$ cat src/hdl/sbst_pkg.sv
// package for the segment / box slab test
// shared constants and the classification flag struct; no dependencies
`default_nettype none

package sbst_pkg;

  // default coordinate width and queue depth
  localparam int COORD_WIDTH_DEF = 16;
  localparam int QUEUE_DEPTH_DEF = 4;

  // classification made by the front part for one request
  typedef struct packed {
    logic inside_hit;  // an endpoint lies in the closed box
    logic par_miss;    // a parallel axis with the start outside its slab
    logic act_x;       // x axis constrains t
    logic act_y;       // y axis constrains t
  } sbst_flags_t;

  localparam int FLAGS_W = $bits(sbst_flags_t);

endpackage

`default_nettype wire

$ cat src/hdl/sbst_if.sv
// valid/ready channel interfaces for the slab test requests and results
// depends on nothing but the coordinate width parameter
`default_nettype none

interface sbst_in_if #(
  parameter int COORD_WIDTH = 16
) (
  input wire logic clk
);
  logic                          valid;
  logic                          ready;
  logic signed [COORD_WIDTH-1:0] start_x;
  logic signed [COORD_WIDTH-1:0] start_y;
  logic signed [COORD_WIDTH-1:0] end_x;
  logic signed [COORD_WIDTH-1:0] end_y;
  logic signed [COORD_WIDTH-1:0] box_min_x;
  logic signed [COORD_WIDTH-1:0] box_min_y;
  logic signed [COORD_WIDTH-1:0] box_max_x;
  logic signed [COORD_WIDTH-1:0] box_max_y;

  modport source (
    input  clk, ready,
    output valid, start_x, start_y, end_x, end_y,
           box_min_x, box_min_y, box_max_x, box_max_y
  );
  modport sink (
    input  clk, valid, start_x, start_y, end_x, end_y,
           box_min_x, box_min_y, box_max_x, box_max_y,
    output ready
  );
endinterface


`default_nettype wire

$ cat src/hdl/sbst_front.sv
// front part: accepts a request, runs the endpoint test and sets up slabs
// depends on sbst_pkg and sbst_in_if
`default_nettype none

module sbst_front #(
  parameter int COORD_WIDTH = 16
) (
  input  wire logic                    clk,
  input  wire logic                    rst,
  sbst_in_if.sink                      in_ch,
  output logic                         fr_valid,
  input  wire logic                    fr_ready,
  output sbst_pkg::sbst_flags_t        fr_flags,
  output logic signed [COORD_WIDTH:0]  fr_nx,
  output logic signed [COORD_WIDTH:0]  fr_fx,
  output logic        [COORD_WIDTH:0]  fr_dx,
  output logic signed [COORD_WIDTH:0]  fr_ny,
  output logic signed [COORD_WIDTH:0]  fr_fy,
  output logic        [COORD_WIDTH:0]  fr_dy
);
  import sbst_pkg::*;

  localparam int XW = COORD_WIDTH + 1;

  logic signed [XW-1:0] sx, sy, ex, ey, x0, y0, x1, y1;
  logic signed [XW-1:0] dx, dy;
  logic                 in_s, in_e, out_sx, out_sy;
  sbst_flags_t          flags;
  logic signed [XW-1:0] nx, fx, ny, fy;
  logic        [XW-1:0] mx, my;

  // sign extend by one bit so differences cannot overflow
  assign sx = {in_ch.start_x[COORD_WIDTH-1], in_ch.start_x};
  assign sy = {in_ch.start_y[COORD_WIDTH-1], in_ch.start_y};
  assign ex = {in_ch.end_x[COORD_WIDTH-1], in_ch.end_x};
  assign ey = {in_ch.end_y[COORD_WIDTH-1], in_ch.end_y};
  assign x0 = {in_ch.box_min_x[COORD_WIDTH-1], in_ch.box_min_x};
  assign y0 = {in_ch.box_min_y[COORD_WIDTH-1], in_ch.box_min_y};
  assign x1 = {in_ch.box_max_x[COORD_WIDTH-1], in_ch.box_max_x};
  assign y1 = {in_ch.box_max_y[COORD_WIDTH-1], in_ch.box_max_y};

  assign dx = ex - sx;
  assign dy = ey - sy;

  // endpoint containment and slab membership of the start
  assign out_sx = (sx < x0) || (sx > x1);
  assign out_sy = (sy < y0) || (sy > y1);
  assign in_s   = !out_sx && !out_sy;
  assign in_e   = (x0 <= ex) && (ex <= x1) && (y0 <= ey) && (ey <= y1);

  // near / far numerators over a non-negative denominator
  always_comb begin
    flags.inside_hit = in_s || in_e;
    flags.par_miss   = ((dx == '0) && out_sx) || ((dy == '0) && out_sy);
    flags.act_x      = (dx != '0);
    flags.act_y      = (dy != '0);
    if (dx[XW-1]) begin
      nx = sx - x1;
      fx = sx - x0;
      mx = XW'(-dx);
    end else begin
      nx = x0 - sx;
      fx = x1 - sx;
      mx = dx;
    end
    if (dy[XW-1]) begin
      ny = sy - y1;
      fy = sy - y0;
      my = XW'(-dy);
    end else begin
      ny = y0 - sy;
      fy = y1 - sy;
      my = dy;
    end
  end

  assign in_ch.ready = !fr_valid || fr_ready;

  // output register toward the queue
  always_ff @(posedge clk) begin
    if (rst) begin
      fr_valid <= 1'b0;
    end else if (in_ch.ready) begin
      fr_valid <= in_ch.valid;
    end
  end

  always_ff @(posedge clk) begin
    if (in_ch.ready && in_ch.valid) begin
      fr_flags <= flags;
      fr_nx    <= nx;
      fr_fx    <= fx;
      fr_dx    <= mx;
      fr_ny    <= ny;
      fr_fy    <= fy;
      fr_dy    <= my;
    end
  end

`ifndef ASSERT_OFF
  // an endpoint inside the box rules out a parallel miss
  a_class_excl: assert property (@(posedge clk) disable iff (rst)
    fr_valid |-> !(fr_flags.inside_hit && fr_flags.par_miss))
    else $error("front: inside hit and parallel miss both set");
`endif

endmodule

`default_nettype wire

$ cat src/flat_wrapper.sv
// flat-port wrapper written by rule: the top's interface ports become plain ports
module sbst_front_flat import sbst_pkg::*;
#(
  parameter int COORD_WIDTH = 16
)
  (clk, rst, fr_valid, fr_ready, fr_flags, fr_nx, fr_fx, fr_dx, fr_ny, fr_fy, fr_dy, in_ch_valid, in_ch_start_x, in_ch_start_y, in_ch_end_x, in_ch_end_y, in_ch_box_min_x, in_ch_box_min_y, in_ch_box_max_x, in_ch_box_max_y, in_ch_ready);
  sbst_in_if #(.COORD_WIDTH(COORD_WIDTH)) in_ch_i (.clk(clk));
  input  wire logic clk;
  input  wire logic rst;
  output logic fr_valid;
  input  wire logic fr_ready;
  output sbst_pkg::sbst_flags_t fr_flags;
  output logic signed [COORD_WIDTH:0] fr_nx;
  output logic signed [COORD_WIDTH:0] fr_fx;
  output logic        [COORD_WIDTH:0] fr_dx;
  output logic signed [COORD_WIDTH:0] fr_ny;
  output logic signed [COORD_WIDTH:0] fr_fy;
  output logic        [COORD_WIDTH:0] fr_dy;
  input wire logic [$bits(in_ch_i.valid)-1:0] in_ch_valid;
  input wire logic [$bits(in_ch_i.start_x)-1:0] in_ch_start_x;
  input wire logic [$bits(in_ch_i.start_y)-1:0] in_ch_start_y;
  input wire logic [$bits(in_ch_i.end_x)-1:0] in_ch_end_x;
  input wire logic [$bits(in_ch_i.end_y)-1:0] in_ch_end_y;
  input wire logic [$bits(in_ch_i.box_min_x)-1:0] in_ch_box_min_x;
  input wire logic [$bits(in_ch_i.box_min_y)-1:0] in_ch_box_min_y;
  input wire logic [$bits(in_ch_i.box_max_x)-1:0] in_ch_box_max_x;
  input wire logic [$bits(in_ch_i.box_max_y)-1:0] in_ch_box_max_y;
  output wire logic [$bits(in_ch_i.ready)-1:0] in_ch_ready;
  assign in_ch_i.valid = in_ch_valid;
  assign in_ch_i.start_x = in_ch_start_x;
  assign in_ch_i.start_y = in_ch_start_y;
  assign in_ch_i.end_x = in_ch_end_x;
  assign in_ch_i.end_y = in_ch_end_y;
  assign in_ch_i.box_min_x = in_ch_box_min_x;
  assign in_ch_i.box_min_y = in_ch_box_min_y;
  assign in_ch_i.box_max_x = in_ch_box_max_x;
  assign in_ch_i.box_max_y = in_ch_box_max_y;
  assign in_ch_ready = in_ch_i.ready;
  sbst_front #(.COORD_WIDTH(COORD_WIDTH)) u_core (.clk(clk), .rst(rst), .in_ch(in_ch_i), .fr_valid(fr_valid), .fr_ready(fr_ready), .fr_flags(fr_flags), .fr_nx(fr_nx), .fr_fx(fr_fx), .fr_dx(fr_dx), .fr_ny(fr_ny), .fr_fy(fr_fy), .fr_dy(fr_dy));
endmodule
$ cat config.mk
export PLATFORM = sky130hd
export DESIGN_NAME = sbst_front_flat
export DESIGN_NICKNAME = d
export VERILOG_FILES = /design/src/hdl/sbst_pkg.sv /design/src/hdl/sbst_if.sv /design/src/hdl/sbst_front.sv /design/src/flat_wrapper.sv
export SDC_FILE = /design/constraint.sdc
export NUM_CORES = 1
export LEC_CHECK = 0
export BUFFER_PORTS_ARGS = -buffer_cell sky130_fd_sc_hd__buf_2
export CAP_MARGIN = 20
export CORE_MARGIN = 3
export CORE_UTILIZATION = 45
export CTS_CLUSTER_DIAMETER = 40
export CTS_CLUSTER_SIZE = 25
export DETAILED_ROUTE_END_ITERATION = 6
export GPL_TIMING_DRIVEN = 0
export HOLD_SLACK_MARGIN = 0.02
export PLACE_DENSITY = 0.66
export SYNTH_ARGS = -nofsm -noshare
export SYNTH_HDL_FRONTEND = slang
export SYNTH_SLANG_ARGS = --single-unit
$ cat constraint.sdc
create_clock -name clk -period 5.5 [get_ports clk]
set_input_delay 0.825 -clock clk [delete_from_list [all_inputs] [get_ports clk]]
set_output_delay 0.825 -clock clk [all_outputs]
set_load 0.01 [all_outputs]
==> flow_metrics.tcl <==
set metrics [dict create \
    status "completed" \
    ys.flop_type "edfxtp_1" \
    fmax_mhz 220 \
    portBuffers 239 \
    grt_pass1_vias 12100 \
    min_period_over_period 0.828 \
    regToRegStartpoint "u_core.fr_valid" \
    synth.area.top_cells "edfxtp_1 (23%), ha_1 (21%), xnor2_1 (5.8%)" \
    drive_above_1_share 0.151 \
    hold_class "flip-flop to flip-flop" \
    placement_rows 63 \
    final_core_util 0.525 \
    synth_nets 1964 \
    vias 12600 \
    ant_nets 0 \
    tightestPinTransition_ps 1120 \
    n_fill_cell 2887 \
    cts-htree-levels 3 \
    clock_latency_ps 380 \
    clkSinkCount 107 \
    diodes 0 \
    synth_top_cell_by_area "edfxtp_1" \
    fin_cells 2238 \
    cap_violations 0 \
    drt_iter0_drc 972 \
    core_area_um2 29700 \
    holdCritStartpoint "u_core.fr_valid" \
    peakVddDrop_uv 135 \
    power.density_nw_per_um2 226 \
    finalHoldViolCount 0 \
    ys_ff_latch 107 \
    finalCriticalPeriod_ps 4550 \
    yosys.area.top_type_share 0.234 \
    synthArstFlopShare 0 \
    synth_commonest_cells "ha_1 (230), inv_1 (161), a21oi_1 (126)" \
    endpoint "u_core.fr_dy[16]" \
    die_area_um2 32400 \
    viasPerCell 5.62 \
    route.detailed.drc 0 \
    die_x_um 180 \
    rsz0062_at_grt "no" \
    grt_overflow 0 \
    firstDrtPassIters 6 \
    track_usage 0.270 \
    skew_ps 15.6 \
    grt_pass1_wl_um 68200 \
    yosys_warnings 0 \
    hold_depth 2 \
    start_util 0.458 \
    ys_seq_area_frac 0.235 \
    synth_area_per_cell_um2 8.56 \
    r2r-end "u_core.fr_dx[13]" \
    avgRoutedWirePerCell_um 20.3 \
    ff2ff_path_depth 3 \
    cts_buffers 9 \
    finalNetCount 2215 \
    critPathArrivalTime_ps 4680 \
    clkTransAtPathRegs_ps 80 \
    grt_max_degree 56 \
    area_delta_synth_final_pct 14.6 \
    dp_cells 2222 \
    synth_cells 1592 \
    start_kind "input port" \
    fin_tns_setup_ps 0 \
    cellLeakagePower_nw 7.70 \
    crit_start "in_ch_end_y[0]" \
    report.final.slew_viol_count 0 \
    cts_hold_buf 0 \
    yosysMostFrequentCell "ha_1" \
    crit_path_end_kind "flip-flop" \
    slew_headroom 0.256 \
    synth_edf_count 106 \
    setup_viol 0 \
    dp_hpwl_um 37900 \
    routed_wl_um 45500 \
    netlist_area_um2 13600 \
    cts-resized-gates 0 \
    path_class "input port to flip-flop" \
    antenna_found_initial 0 \
    die_y_um 180 \
    ctsLongestPathBuffers 2 \
    cts_setup_buffers 0 \
    ys_types 72 \
    io_pins 240 \
    cts_tree "built" \
    clockRootBuffer "clkbuf_16" \
    r2r_slack_ps 3770 \
    gp_congestion 0.986 \
    crit_required_ps 5630 \
    cp_max_fo 4 \
]
==> power by group <==
part           switching, W  internal (W)
registers         0.0000455       0.00109
logic               0.00105      0.000675
clock network      0.000353      0.000314
==> critical path, stage by stage <==
cell       delay, ps
buf_2             90
inv_1             60
ha_1             210
fa_1             390
nand2b_1         210
a21o_1           170
a211oi_1         420
o2111ai_1        270
nor3_1           480
nand4b_1         250
or3_1            500
nor4_1           360
ha_1             310
and2_1           130
==> metal layers <==
metal	vias to the layer above	track usage	wire length [µm]
met5	-	0	0
met4	0	0.0910	1350
met3	66	0.0508	3150
met2	458	0.439	20500
met1	5887	0.361	20400
li1	6169	-	-
==> per-stage QoR <==
stage	hold slack (ps)	worst slack (ps)	power (W)	cell area [µm²]
finish	522	948	0.00353	15600
global route	561	769	0.00374	15600
CTS	527	1050	0.00353	15600
detailed placement	512	658	0.00285	15300
global placement	487	396	0.00284	15300
floorplan	593	1530	0.00227	13600
==> cell usage in the layout, fill, tap and decap left out, types with 35 or more instances in the layout <==
cell	count
a21oi_1	126
nor2b_1	35
nor2_1	108
ha_1	230
clkbuf_1	49
inv_1	161
buf_2	244
o21ai_0	89
xnor2_1	90
xor2_1	64
edfxtp_1	106
a21o_1	98
nand2_1	80
nand2b_1	36
==> cell type report <==
| cell class | count | area [µm²] | area share |
|---|---|---|---|
| Sequential cell | 107 | 3200 | 0.205 |
| Clock inverter | 6 | 48.8 | 0.00313 |
| Clock buffer | 10 | 229 | 0.0147 |
| Buffer | 64 | 258 | 0.0165 |
| Inverter | 162 | 608 | 0.0389 |
| Multi-Input combinational cell | 1259 | 9550 | 0.612 |
| Timing Repair Buffer | 240 | 1220 | 0.0784 |
| Tap cell | 390 | 488 | 0.0313 |
==> cell families (layout without fill, tap and decap cells) <==
kind of cell	after synthesis	after routing	synth area share
xor+xnor	154	154	0.0990
mux	25	25	0.0186
fa+ha+maj	240	240	0.226
simple gates	377	377	0.138
compound gates	463	463	0.220
flops	107	107	0.235
buf+inv	226	482	0.0636
==> sequential cells by signal (all words and copies together) (netlist names) <==
name and count:
u_core.fr_fx 17, u_core.fr_dy 17, u_core.fr_fy 17, u_core.fr_dx 17
u_core.fr_flags 4, u_core.fr_ny 17, u_core.fr_nx 17, u_core.fr_valid 1
==> how the worst min path moves through the flow <==
stage                                 end  slack, ps
after floorplan           u_core.fr_valid        590
after global placement    u_core.fr_valid        490
after CTS                 u_core.fr_valid        530
final                     u_core.fr_valid        520
after global routing      u_core.fr_valid        560
after detailed placement  u_core.fr_valid        510
No activity file was read; power rests on OpenSTA's default activity.
